$ cat src/drp_pkg.sv
// Shared types and constants for the Doppler ratio unit.
package drp_pkg;

    typedef enum logic [1:0] {
        OP_MUL,
        OP_DIV,
        OP_SQRT
    } t_op;

    typedef enum logic [3:0] {
        ST_IDLE,
        ST_CF,
        ST_DOT,
        ST_SQRT,
        ST_PJL,
        ST_PJS,
        ST_PREP1,
        ST_PREP2,
        ST_RATIO
    } t_state;

    localparam int SOUND_W = 20;
    localparam int TIME_W  = 16;
    localparam int CF_W    = SOUND_W + TIME_W;
    localparam int RATIO_W = 32;
    localparam logic [SOUND_W-1:0] SOUND_RESET = 20'd34300;
    localparam logic [RATIO_W-1:0] RATIO_MAX   = 32'h7FFF_FFFF;
    localparam logic [RATIO_W-1:0] RATIO_MIN   = 32'h8000_0000;

endpackage

$ cat src/doppler_ratio_from_positions_unit.sv
// Doppler ratio from frame-to-frame source and listener positions.
// With no listener the result is registered directly; otherwise it is computed in turn by
// the bit-serial engine (WW = 74 at POS_WIDTH 32), with a shorter path when the
// separation is zero or the denominator is not positive.
// Throughput: one request at a time; the next is taken once the result has left.
// Reset (synchronous, active low) clears the stored positions, sets sound speed
// to 34300 cm/s and empties the output register.
module doppler_ratio_from_positions_unit #(
    parameter int POS_WIDTH = 32
) (
    input  logic                          i_clk,
    input  logic                          i_rst_n,
    input  logic                          i_cfg_valid,
    output logic                          o_cfg_ready,
    input  logic [drp_pkg::SOUND_W-1:0]   i_cfg_sound_speed,
    input  logic                          i_in_valid,
    output logic                          o_in_ready,
    input  logic                          i_listener_present,
    input  logic signed [31:0]            i_src_x,
    input  logic signed [31:0]            i_src_y,
    input  logic signed [31:0]            i_src_z,
    input  logic signed [31:0]            i_lis_x,
    input  logic signed [31:0]            i_lis_y,
    input  logic signed [31:0]            i_lis_z,
    input  logic [drp_pkg::TIME_W-1:0]    i_frame_time,
    output logic                          o_out_valid,
    input  logic                          i_out_ready,
    output logic signed [drp_pkg::RATIO_W-1:0] o_ratio,
    output logic                          o_saturated
);
    import drp_pkg::*;

    localparam int PW   = POS_WIDTH;
    localparam int XW   = (PW > 32) ? PW : 32;
    localparam int DW   = PW + 1;
    localparam int DOTW = 2 * PW + 3;
    localparam int LW   = PW + 5;
    localparam int PJW  = PW + 8;
    localparam int NW   = (PW + 18 > 38) ? PW + 18 : 38;
    localparam int WA   = (2 * PW + 10 > NW + 16) ? 2 * PW + 10 : NW + 16;
    localparam int WW   = WA + (WA % 2);

    t_state r_state, n_state;
    logic   r_issued;
    logic [1:0] r_vec, r_k;
    logic   r_out_valid;
    logic [SOUND_W-1:0] r_sound;

    logic signed [PW-1:0]   r_prev_s [3];
    logic signed [PW-1:0]   r_prev_l [3];
    logic signed [DW-1:0]   r_d  [3];
    logic signed [DW-1:0]   r_dl [3];
    logic signed [DW-1:0]   r_ds [3];
    logic [TIME_W-1:0]      r_t;
    logic [CF_W-1:0]        r_cf;
    logic signed [DOTW-1:0] r_dotd, r_dotl, r_dots;
    logic [LW-1:0]          r_len;
    logic signed [PJW-1:0]  r_pl, r_ps;
    logic signed [NW-1:0]   r_nl, r_ns, r_num, r_den;
    logic [RATIO_W-1:0]     r_ratio;
    logic                   r_sat;

    logic                   w_in_acc;
    logic                   w_start;
    t_op                    w_op;
    logic [WW-1:0]          w_a, w_b;
    logic                   w_done;
    logic [WW-1:0]          w_res;
    logic signed [PW-1:0]   w_s [3];
    logic signed [PW-1:0]   w_l [3];
    logic [XW-1:0]          w_ext_s [3];
    logic [XW-1:0]          w_ext_l [3];
    logic signed [DW-1:0]   w_vk;
    logic signed [DW-1:0]   w_dk;
    logic [DW-1:0]          w_vk_mag, w_dk_mag;
    logic signed [DOTW-1:0] w_prod;
    logic signed [DOTW-1:0] w_dot_mag_l, w_dot_mag_s;
    logic signed [PJW-1:0]  w_pj;
    logic signed [NW-1:0]   w_len_s, w_sl, w_ss, w_num, w_den, w_num_mag;
    logic                   w_busy_st;

    drp_engine #(.WW(WW)) u_engine (
        .i_clk    (i_clk),
        .i_rst_n  (i_rst_n),
        .i_start  (w_start),
        .i_op     (w_op),
        .i_a      (w_a),
        .i_b      (w_b),
        .o_done   (w_done),
        .o_result (w_res)
    );

    assign o_cfg_ready = 1'b1;
    assign o_in_ready  = (r_state == ST_IDLE) && !r_out_valid;
    assign w_in_acc    = i_in_valid && o_in_ready;
    assign o_out_valid = r_out_valid;
    assign o_ratio     = r_ratio;
    assign o_saturated = r_sat;

    always_comb begin
        w_ext_s[0] = XW'(unsigned'(i_src_x));
        w_ext_s[1] = XW'(unsigned'(i_src_y));
        w_ext_s[2] = XW'(unsigned'(i_src_z));
        w_ext_l[0] = XW'(unsigned'(i_lis_x));
        w_ext_l[1] = XW'(unsigned'(i_lis_y));
        w_ext_l[2] = XW'(unsigned'(i_lis_z));
        for (int i = 0; i < 3; i++) begin
            w_s[i] = signed'(w_ext_s[i][PW-1:0]);
            w_l[i] = signed'(w_ext_l[i][PW-1:0]);
        end
    end

    always_comb begin
        case (r_vec)
            2'd1:    w_vk = r_dl[r_k];
            2'd2:    w_vk = r_ds[r_k];
            default: w_vk = r_d[r_k];
        endcase
        w_dk        = r_d[r_k];
        w_vk_mag    = (w_vk < 0) ? DW'(-w_vk) : DW'(w_vk);
        w_dk_mag    = (w_dk < 0) ? DW'(-w_dk) : DW'(w_dk);
        w_prod      = ((w_vk < 0) != (w_dk < 0)) ? -DOTW'(w_res) : DOTW'(w_res);
        w_dot_mag_l = (r_dotl < 0) ? -r_dotl : r_dotl;
        w_dot_mag_s = (r_dots < 0) ? -r_dots : r_dots;
        w_pj        = signed'(PJW'(w_res));
        w_len_s     = signed'(NW'(r_len));
        w_sl        = w_len_s + NW'(r_pl);
        w_ss        = w_len_s + NW'(r_ps);
        w_num       = (r_nl <<< 8) + signed'(NW'(r_cf));
        w_den       = signed'(NW'(r_cf)) - (r_ns <<< 8);
        w_num_mag   = (r_num < 0) ? -r_num : r_num;
    end

    // next state
    always_comb begin
        n_state = r_state;
        unique case (r_state)
            ST_IDLE:  if (w_in_acc && i_listener_present) n_state = ST_CF;
            ST_CF:    if (w_done) n_state = ST_DOT;
            ST_DOT:   if (w_done && r_vec == 2'd2 && r_k == 2'd2) n_state = ST_SQRT;
            ST_SQRT: begin
                if (w_done) n_state = (w_res == '0) ? ST_PREP1 : ST_PJL;
            end
            ST_PJL:   if (w_done) n_state = ST_PJS;
            ST_PJS:   if (w_done) n_state = ST_PREP1;
            ST_PREP1: n_state = ST_PREP2;
            ST_PREP2: n_state = (w_den > 0) ? ST_RATIO : ST_IDLE;
            ST_RATIO: if (w_done) n_state = ST_IDLE;
            default:  n_state = ST_IDLE;
        endcase
    end

    // engine requests
    always_comb begin
        w_op = OP_MUL;
        w_a  = '0;
        w_b  = '0;
        w_busy_st = 1'b1;
        unique case (r_state)
            ST_CF: begin
                w_a = WW'(r_sound);
                w_b = WW'(r_t);
            end
            ST_DOT: begin
                w_a = WW'(w_vk_mag);
                w_b = WW'(w_dk_mag);
            end
            ST_SQRT: begin
                w_op = OP_SQRT;
                w_a  = WW'(unsigned'(r_dotd)) << 8;
            end
            ST_PJL: begin
                w_op = OP_DIV;
                w_a  = WW'(unsigned'(w_dot_mag_l)) << 8;
                w_b  = WW'(r_len);
            end
            ST_PJS: begin
                w_op = OP_DIV;
                w_a  = WW'(unsigned'(w_dot_mag_s)) << 8;
                w_b  = WW'(r_len);
            end
            ST_RATIO: begin
                w_op = OP_DIV;
                w_a  = WW'(unsigned'(w_num_mag)) << 16;
                w_b  = WW'(unsigned'(r_den));
            end
            default: w_busy_st = 1'b0;
        endcase
        w_start = w_busy_st && !r_issued;
    end

    always_ff @(posedge i_clk) begin
        if (!i_rst_n) begin
            r_state     <= ST_IDLE;
            r_issued    <= 1'b0;
            r_vec       <= '0;
            r_k         <= '0;
            r_out_valid <= 1'b0;
            r_sound     <= SOUND_RESET;
            for (int i = 0; i < 3; i++) begin
                r_prev_s[i] <= '0;
                r_prev_l[i] <= '0;
            end
        end else begin
            r_state <= n_state;
            if (w_start) begin
                r_issued <= 1'b1;
            end else if (w_done) begin
                r_issued <= 1'b0;
            end
            if (i_cfg_valid) begin
                r_sound <= i_cfg_sound_speed;
            end
            if (w_in_acc && i_listener_present) begin
                r_vec <= '0;
                r_k   <= '0;
                for (int i = 0; i < 3; i++) begin
                    r_prev_s[i] <= w_s[i];
                    r_prev_l[i] <= w_l[i];
                end
            end
            if (r_state == ST_DOT && w_done) begin
                if (r_k == 2'd2) begin
                    r_k   <= '0;
                    r_vec <= r_vec + 1'b1;
                end else begin
                    r_k <= r_k + 1'b1;
                end
            end
            if (i_out_ready && r_out_valid) begin
                r_out_valid <= 1'b0;
            end else if ((w_in_acc && !i_listener_present) ||
                         (r_state == ST_PREP2 && !(w_den > 0)) ||
                         (r_state == ST_RATIO && w_done)) begin
                r_out_valid <= 1'b1;
            end
        end
    end

    always_ff @(posedge i_clk) begin
        if (w_in_acc) begin
            if (i_listener_present) begin
                for (int i = 0; i < 3; i++) begin
                    r_d[i]  <= DW'(w_s[i]) - DW'(w_l[i]);
                    r_dl[i] <= DW'(r_prev_l[i]) - DW'(w_l[i]);
                    r_ds[i] <= DW'(r_prev_s[i]) - DW'(w_s[i]);
                end
                r_t    <= (i_frame_time == '0) ? TIME_W'(1) : i_frame_time;
                r_dotd <= '0;
                r_dotl <= '0;
                r_dots <= '0;
            end else begin
                r_ratio <= '0;
                r_sat   <= 1'b0;
            end
        end
        unique case (r_state)
            ST_CF: if (w_done) r_cf <= w_res[CF_W-1:0];
            ST_DOT: begin
                if (w_done) begin
                    case (r_vec)
                        2'd1:    r_dotl <= r_dotl + w_prod;
                        2'd2:    r_dots <= r_dots + w_prod;
                        default: r_dotd <= r_dotd + w_prod;
                    endcase
                end
            end
            ST_SQRT: begin
                if (w_done) begin
                    r_len <= w_res[LW-1:0];
                    r_pl  <= '0;
                    r_ps  <= '0;
                end
            end
            ST_PJL: if (w_done) r_pl <= (r_dotl < 0) ? -w_pj : w_pj;
            ST_PJS: if (w_done) r_ps <= (r_dots < 0) ? -w_pj : w_pj;
            ST_PREP1: begin
                r_nl <= w_len_s - ((w_sl < 0) ? -w_sl : w_sl);
                r_ns <= ((w_ss < 0) ? -w_ss : w_ss) - w_len_s;
            end
            ST_PREP2: begin
                r_num <= w_num;
                r_den <= w_den;
                if (!(w_den > 0)) begin
                    r_ratio <= RATIO_MAX;
                    r_sat   <= 1'b1;
                end
            end
            ST_RATIO: begin
                if (w_done) begin
                    if (r_num < 0) begin
                        if ((|w_res[WW-1:32]) || (w_res[31] && (|w_res[30:0]))) begin
                            r_ratio <= RATIO_MIN;
                            r_sat   <= 1'b1;
                        end else begin
                            r_ratio <= -w_res[31:0];
                            r_sat   <= 1'b0;
                        end
                    end else if (|w_res[WW-1:31]) begin
                        r_ratio <= RATIO_MAX;
                        r_sat   <= 1'b1;
                    end else begin
                        r_ratio <= w_res[31:0];
                        r_sat   <= 1'b0;
                    end
                end
            end
            default: ;
        endcase
    end

endmodule

$ cat src/drp_engine.sv
// Shared bit-serial multiply, divide and square root unit.
module drp_engine #(
    parameter int WW = 74
) (
    input  logic            i_clk,
    input  logic            i_rst_n,
    input  logic            i_start,
    input  drp_pkg::t_op    i_op,
    input  logic [WW-1:0]   i_a,
    input  logic [WW-1:0]   i_b,
    output logic            o_done,
    output logic [WW-1:0]   o_result
);
    import drp_pkg::*;

    localparam int CW = $clog2(WW);

    logic          r_busy;
    logic          r_done;
    t_op           r_op;
    logic [CW-1:0] r_cnt;
    logic [WW-1:0] r_x;
    logic [WW-1:0] r_y;
    logic [WW:0]   r_acc;
    logic [WW-1:0] r_q;

    logic [WW:0]   w_rem2;
    logic [WW:0]   w_cmp;
    logic [WW:0]   w_diff;
    logic          w_ge;
    logic [WW-1:0] w_sum;
    logic [CW-1:0] w_last;

    always_comb begin
        if (r_op == OP_SQRT) begin
            w_rem2 = {r_acc[WW-2:0], r_x[WW-1:WW-2]};
            w_cmp  = (WW+1)'({r_q, 2'b01});
        end else begin
            w_rem2 = {r_acc[WW-1:0], r_x[WW-1]};
            w_cmp  = {1'b0, r_y};
        end
        w_diff = w_rem2 - w_cmp;
        w_ge   = (w_rem2 >= w_cmp);
        w_sum  = r_acc[WW-1:0] + r_y;
        w_last = (r_op == OP_DIV) ? CW'(WW - 1) : CW'(WW / 2 - 1);
    end

    always_ff @(posedge i_clk) begin
        if (!i_rst_n) begin
            r_busy <= 1'b0;
            r_done <= 1'b0;
            r_cnt  <= '0;
        end else begin
            r_done <= 1'b0;
            if (i_start) begin
                r_busy <= 1'b1;
                r_cnt  <= '0;
            end else if (r_busy) begin
                r_cnt <= r_cnt + 1'b1;
                if (r_cnt == w_last) begin
                    r_busy <= 1'b0;
                    r_done <= 1'b1;
                end
            end
        end
    end

    always_ff @(posedge i_clk) begin
        if (i_start) begin
            r_op  <= i_op;
            r_x   <= (i_op == OP_MUL) ? i_b : i_a;
            r_y   <= (i_op == OP_MUL) ? i_a : i_b;
            r_acc <= '0;
            r_q   <= '0;
        end else if (r_busy) begin
            case (r_op)
                OP_MUL: begin
                    if (r_x[0]) begin
                        r_acc <= {1'b0, w_sum};
                    end
                    r_x <= r_x >> 1;
                    r_y <= r_y << 1;
                end
                OP_SQRT: begin
                    r_acc <= w_ge ? w_diff : w_rem2;
                    r_q   <= {r_q[WW-2:0], w_ge};
                    r_x   <= r_x << 2;
                end
                default: begin
                    r_acc <= w_ge ? w_diff : w_rem2;
                    r_q   <= {r_q[WW-2:0], w_ge};
                    r_x   <= r_x << 1;
                end
            endcase
        end
    end

    assign o_done   = r_done;
    assign o_result = (r_op == OP_MUL) ? r_acc[WW-1:0] : r_q;

endmodule
$ cat config.mk
export PLATFORM = sky130hd
export DESIGN_NAME = doppler_ratio_from_positions_unit
export DESIGN_NICKNAME = d
export VERILOG_FILES = /design/src/drp_pkg.sv /design/src/doppler_ratio_from_positions_unit.sv /design/src/drp_engine.sv
export SDC_FILE = /design/constraint.sdc
export NUM_CORES = 2
export LEC_CHECK = 0
export BUFFER_PORTS_ARGS = -buffer_cell sky130_fd_sc_hd__buf_2
export CAP_MARGIN = 20
export CELL_PAD_IN_SITES_DETAIL_PLACEMENT = 0
export CELL_PAD_IN_SITES_GLOBAL_PLACEMENT = 1
export CORE_MARGIN = 5
export CORE_UTILIZATION = 45
export CTS_BUF_LIST = sky130_fd_sc_hd__clkbuf_8
export DETAILED_ROUTE_END_ITERATION = 10
export PLACE_DENSITY_LB_ADDON = 0.25
export REMOVE_ABC_BUFFERS = 1
export SYNTH_ARGS = -nofsm -noshare
export SYNTH_HDL_FRONTEND = slang
export SYNTH_SLANG_ARGS = --single-unit
$ cat constraint.sdc
create_clock -name i_clk -period 23.3 [get_ports i_clk]
set_clock_uncertainty 0.1 [all_clocks]
set_input_delay 0 -clock i_clk [delete_from_list [all_inputs] [get_ports i_clk]]
set_output_delay 0 -clock i_clk [all_outputs]
set_load 0.1 [all_outputs]
==> out/results.txt <==
run status: finished clean
Unique masters post-synth: 93
WHS: 0.0646 ns
Global Route Usage Sum: 32.6%
row count: 180
cell mode on critical path: a21o_1
Reg2Reg Launch Point: u_engine.r_op[0]
Relative slew margins: 19.8%
WL final: 426000 microns
Post-DP HPWL: 326000 microns
Seq/Total Area, Yosys: 35.0%
WL per Instance: 25.6 microns
IO Count: 270
Syn Inst Count: 12400
H-tree depth: 5
Top FF cell, synth: edfxtp_1
P_int: 5.39 mW
CTS tree: done
startpoint types: flop
CP required: 24.14 ns
clk buf depth: 4
number of global-route vias before repair: 98100
Mapped Avg Cell Area: 8.76 sq um
critical path capture point type: flop
Clock Power Share: 31.6%
Initial Utilization: 45.2%
Crit Path Max Fanout: 35
Gate power share: 32.6%
clock sinks: 1406
Worst VDD drop: 0.0000445 V
clock root cell: clkbuf_8
clk slew on worst S/H paths: 0.06 ns
register share of total power: 35.8%
layout net count: 14300
unrepaired setup endpoints after global routing: no
Yosys reg bits: 1406
final worst path period need: 10.69 ns
Worst-Skew Late Latency: 1.08 ns
Post-synth EDFFs: 984
Switching Fraction: 36.5%
Hold Path Origin: i_src_z[16]
core area: 241000 sq um
crit-path leading delay family: compound AO/OA/AOI/OAI gates
ANT nets after route: 0
layout cells sized above 1: 7.84%
final hold vios: 0
worst min-delay path class: in -> reg
Fill cells: 22400
delay of the slowest critical-path stage: 0.74 ns
WP buf/inv: 4
initial drt markers: 9414
largest net degree at the start of global routing: 172
max-cap viol count: 0
antenna violations before repair: 37
die span in x: 501 microns
switching power: 3.09 mW
Layout area overhead: 15.4%
total gr overflow: 0
worst path arrival time: 11.53 ns
Post-CTS Setup Repair Bufs: 0
Vias/cell: 6.07
Residual DRC: 0
Die Ht: 501 microns
die area: 251000 sq um
P per Cell Area: 67.6 nW/um^2
Final Slew Violations: 0
crit path kind: reg -> reg
Slew @ Worst Pin: 1.20 ns
final setup fails: 0
Vias: 101000
f_max: 0.0936 GHz
router iterations before antenna repair: 10
total CTS buffers: 291
GP Congestion: 0.997
Pleak: 53.4 nW
Synthesis Warnings: 0
Worst Setup SP: u_engine.r_op[0]
ys async rst share: 0%
CP max stage cell: nor4_1
Port Buffers: 268
Syn Std Cell Area: 109000 sq um
final worst path period share: 45.9%
first-pass GRT wire length: 624000 microns
setup_tns: 0 ns
[layer usage]
layer / vias to the layer above / GRT usage (%) / wire, microns
li1: 47300 / - / -
met3: 982 / 4.85 / 26700
met4: 22 / 17.7 / 27500
met5: - / 0 / 144
met1: 48800 / 39.8 / 171000
met2: 3894 / 55.4 / 201000
[cells in the mapped netlist, drive strengths merged, types with 126 or more instances]
library cell,number,area (sq um)
nor3,233,1170
o31ai,126,946
inv,579,2170
a21o,386,2900
o21a,129,968
ha,847,10600
xor2,399,3490
xnor2,761,6670
a21oi,1048,5250
and3,311,1950
nor2b,141,890
nand2,1266,4750
dfxtp,422,8450
clkbuf,464,1740
edfxtp,984,29500
o21ai,987,4940
nand3,326,1630
nand2b,126,788
nor2,848,3180
mux2i,293,2930
[kinds of logic after synthesis]
family / after synthesis / synth area share [%]
multiplexers: 382 / 3.62
flip-flops: 1406 / 35.0
AO/OA/AOI/OAI: 3735 / 21.8
buffers and inverters: 1115 / 3.86
AND/OR/NAND/NOR: 3745 / 16.3
adder cells (fa/ha/maj): 867 / 10.1
XOR/XNOR: 1160 / 9.35
other: 1 / 0.00345
[worst register-to-register path: cells and delay by family (launching register included)]
| family | cells | cell delay, ns |
|---|---|---|
| AOI/OAI and AO/OA | 12 | 3.38 |
| and+or+nand+nor | 8 | 3.18 |
| buffers and inverters | 4 | 1.44 |
| muxes | 3 | 0.97 |
| adders and majority gates | 2 | 0.70 |
| xor gates and xnor gates | 1 | 0.44 |
| DFF | 1 | 0.42 |
[final timing paths]
path         slack, ns  depth (start not counted)               end
max              12.61                         30        r_dotd[65]
max reg2reg      12.61                         30        r_dotd[65]
min               0.06                          5       r_ds[2][16]
min reg2reg       0.36                          2  u_engine.r_q[73]
[flip-flops by register name, indices dropped and copies added, names as in the netlist, 50 cells and up, named ones only]
register / cells
r_d: 99
r_dl: 99
r_ds: 99
r_prev_l: 96
r_prev_s: 96
u_engine.r_acc: 74
u_engine.r_q: 74
u_engine.r_x: 74
u_engine.r_y: 74
r_dotl: 67
r_dots: 67
r_dotd: 66
r_num: 50
[metrics by stage]
stage / cells / instance area, sq um / setup WS [ns] / util (%) / total power, mW
5_1_grt: 16600 / 125000 / 11.88 / 52.1 / 8.88
3_5_place_dp: 15500 / 113000 / 12.72 / 47.1 / 5.71
2_1_floorplan: 11900 / 107000 / 4.05 / - / 4.91
4_1_cts: 16600 / 125000 / 12.66 / 52.1 / 8.47
3_3_place_gp: 15500 / 113000 / 12.90 / 47.1 / 5.69
6_report: 16600 / 125000 / 12.61 / 52.2 / 8.48
[power by group through the flow]
| stage | combinational [mW] | sequential, mW | clock (mW) |
|---|---|---|---|
| after floorplan | 1.89 | 3.02 | 0 |
| after global placement | 2.61 | 3.08 | 0 |
| after detailed placement | 2.63 | 3.08 | 0 |
| after CTS | 2.72 | 3.03 | 2.72 |
| after global routing | 3.01 | 3.05 | 2.82 |
| final | 2.77 | 3.04 | 2.68 |
[cell usage in the layout, fill, tap and decap left out, types with 269 or more instances in the layout]
cell	instances
a21oi_1	1046
a21o_1	386
nor2_1	836
edfxtp_1	984
buf_2	269
clkbuf_8	318
xnor2_1	761
mux2i_1	292
xor2_1	399
o21ai_0	981
and3_1	310
dfxtp_1	418
ha_1	845
nand2_1	1260
nand3_1	321
inv_1	639
dlygate4sd3_1	633
[area by class of cell]
type                       instances  area (sq um)  share of cell area (%)
antenna                           31          77.6                  0.0618
clock buffer                     318          4380                    3.49
clock inverter                   189          1270                    1.02
inverter                         581          2200                    1.75
multi-input combinational       9890         66700                    53.2
sequential                      1406         38000                    30.3
tap                             3185          3990                    3.18
timing repair buffer            1042          8800                    7.01
[what timing repair did]
action | in CTS | in global routing
gates resized for setup | 0 | 0
hold endpoints to repair | 734 | 0
hold buffers | 633 | 0
(Power assumes the default switching activity.)
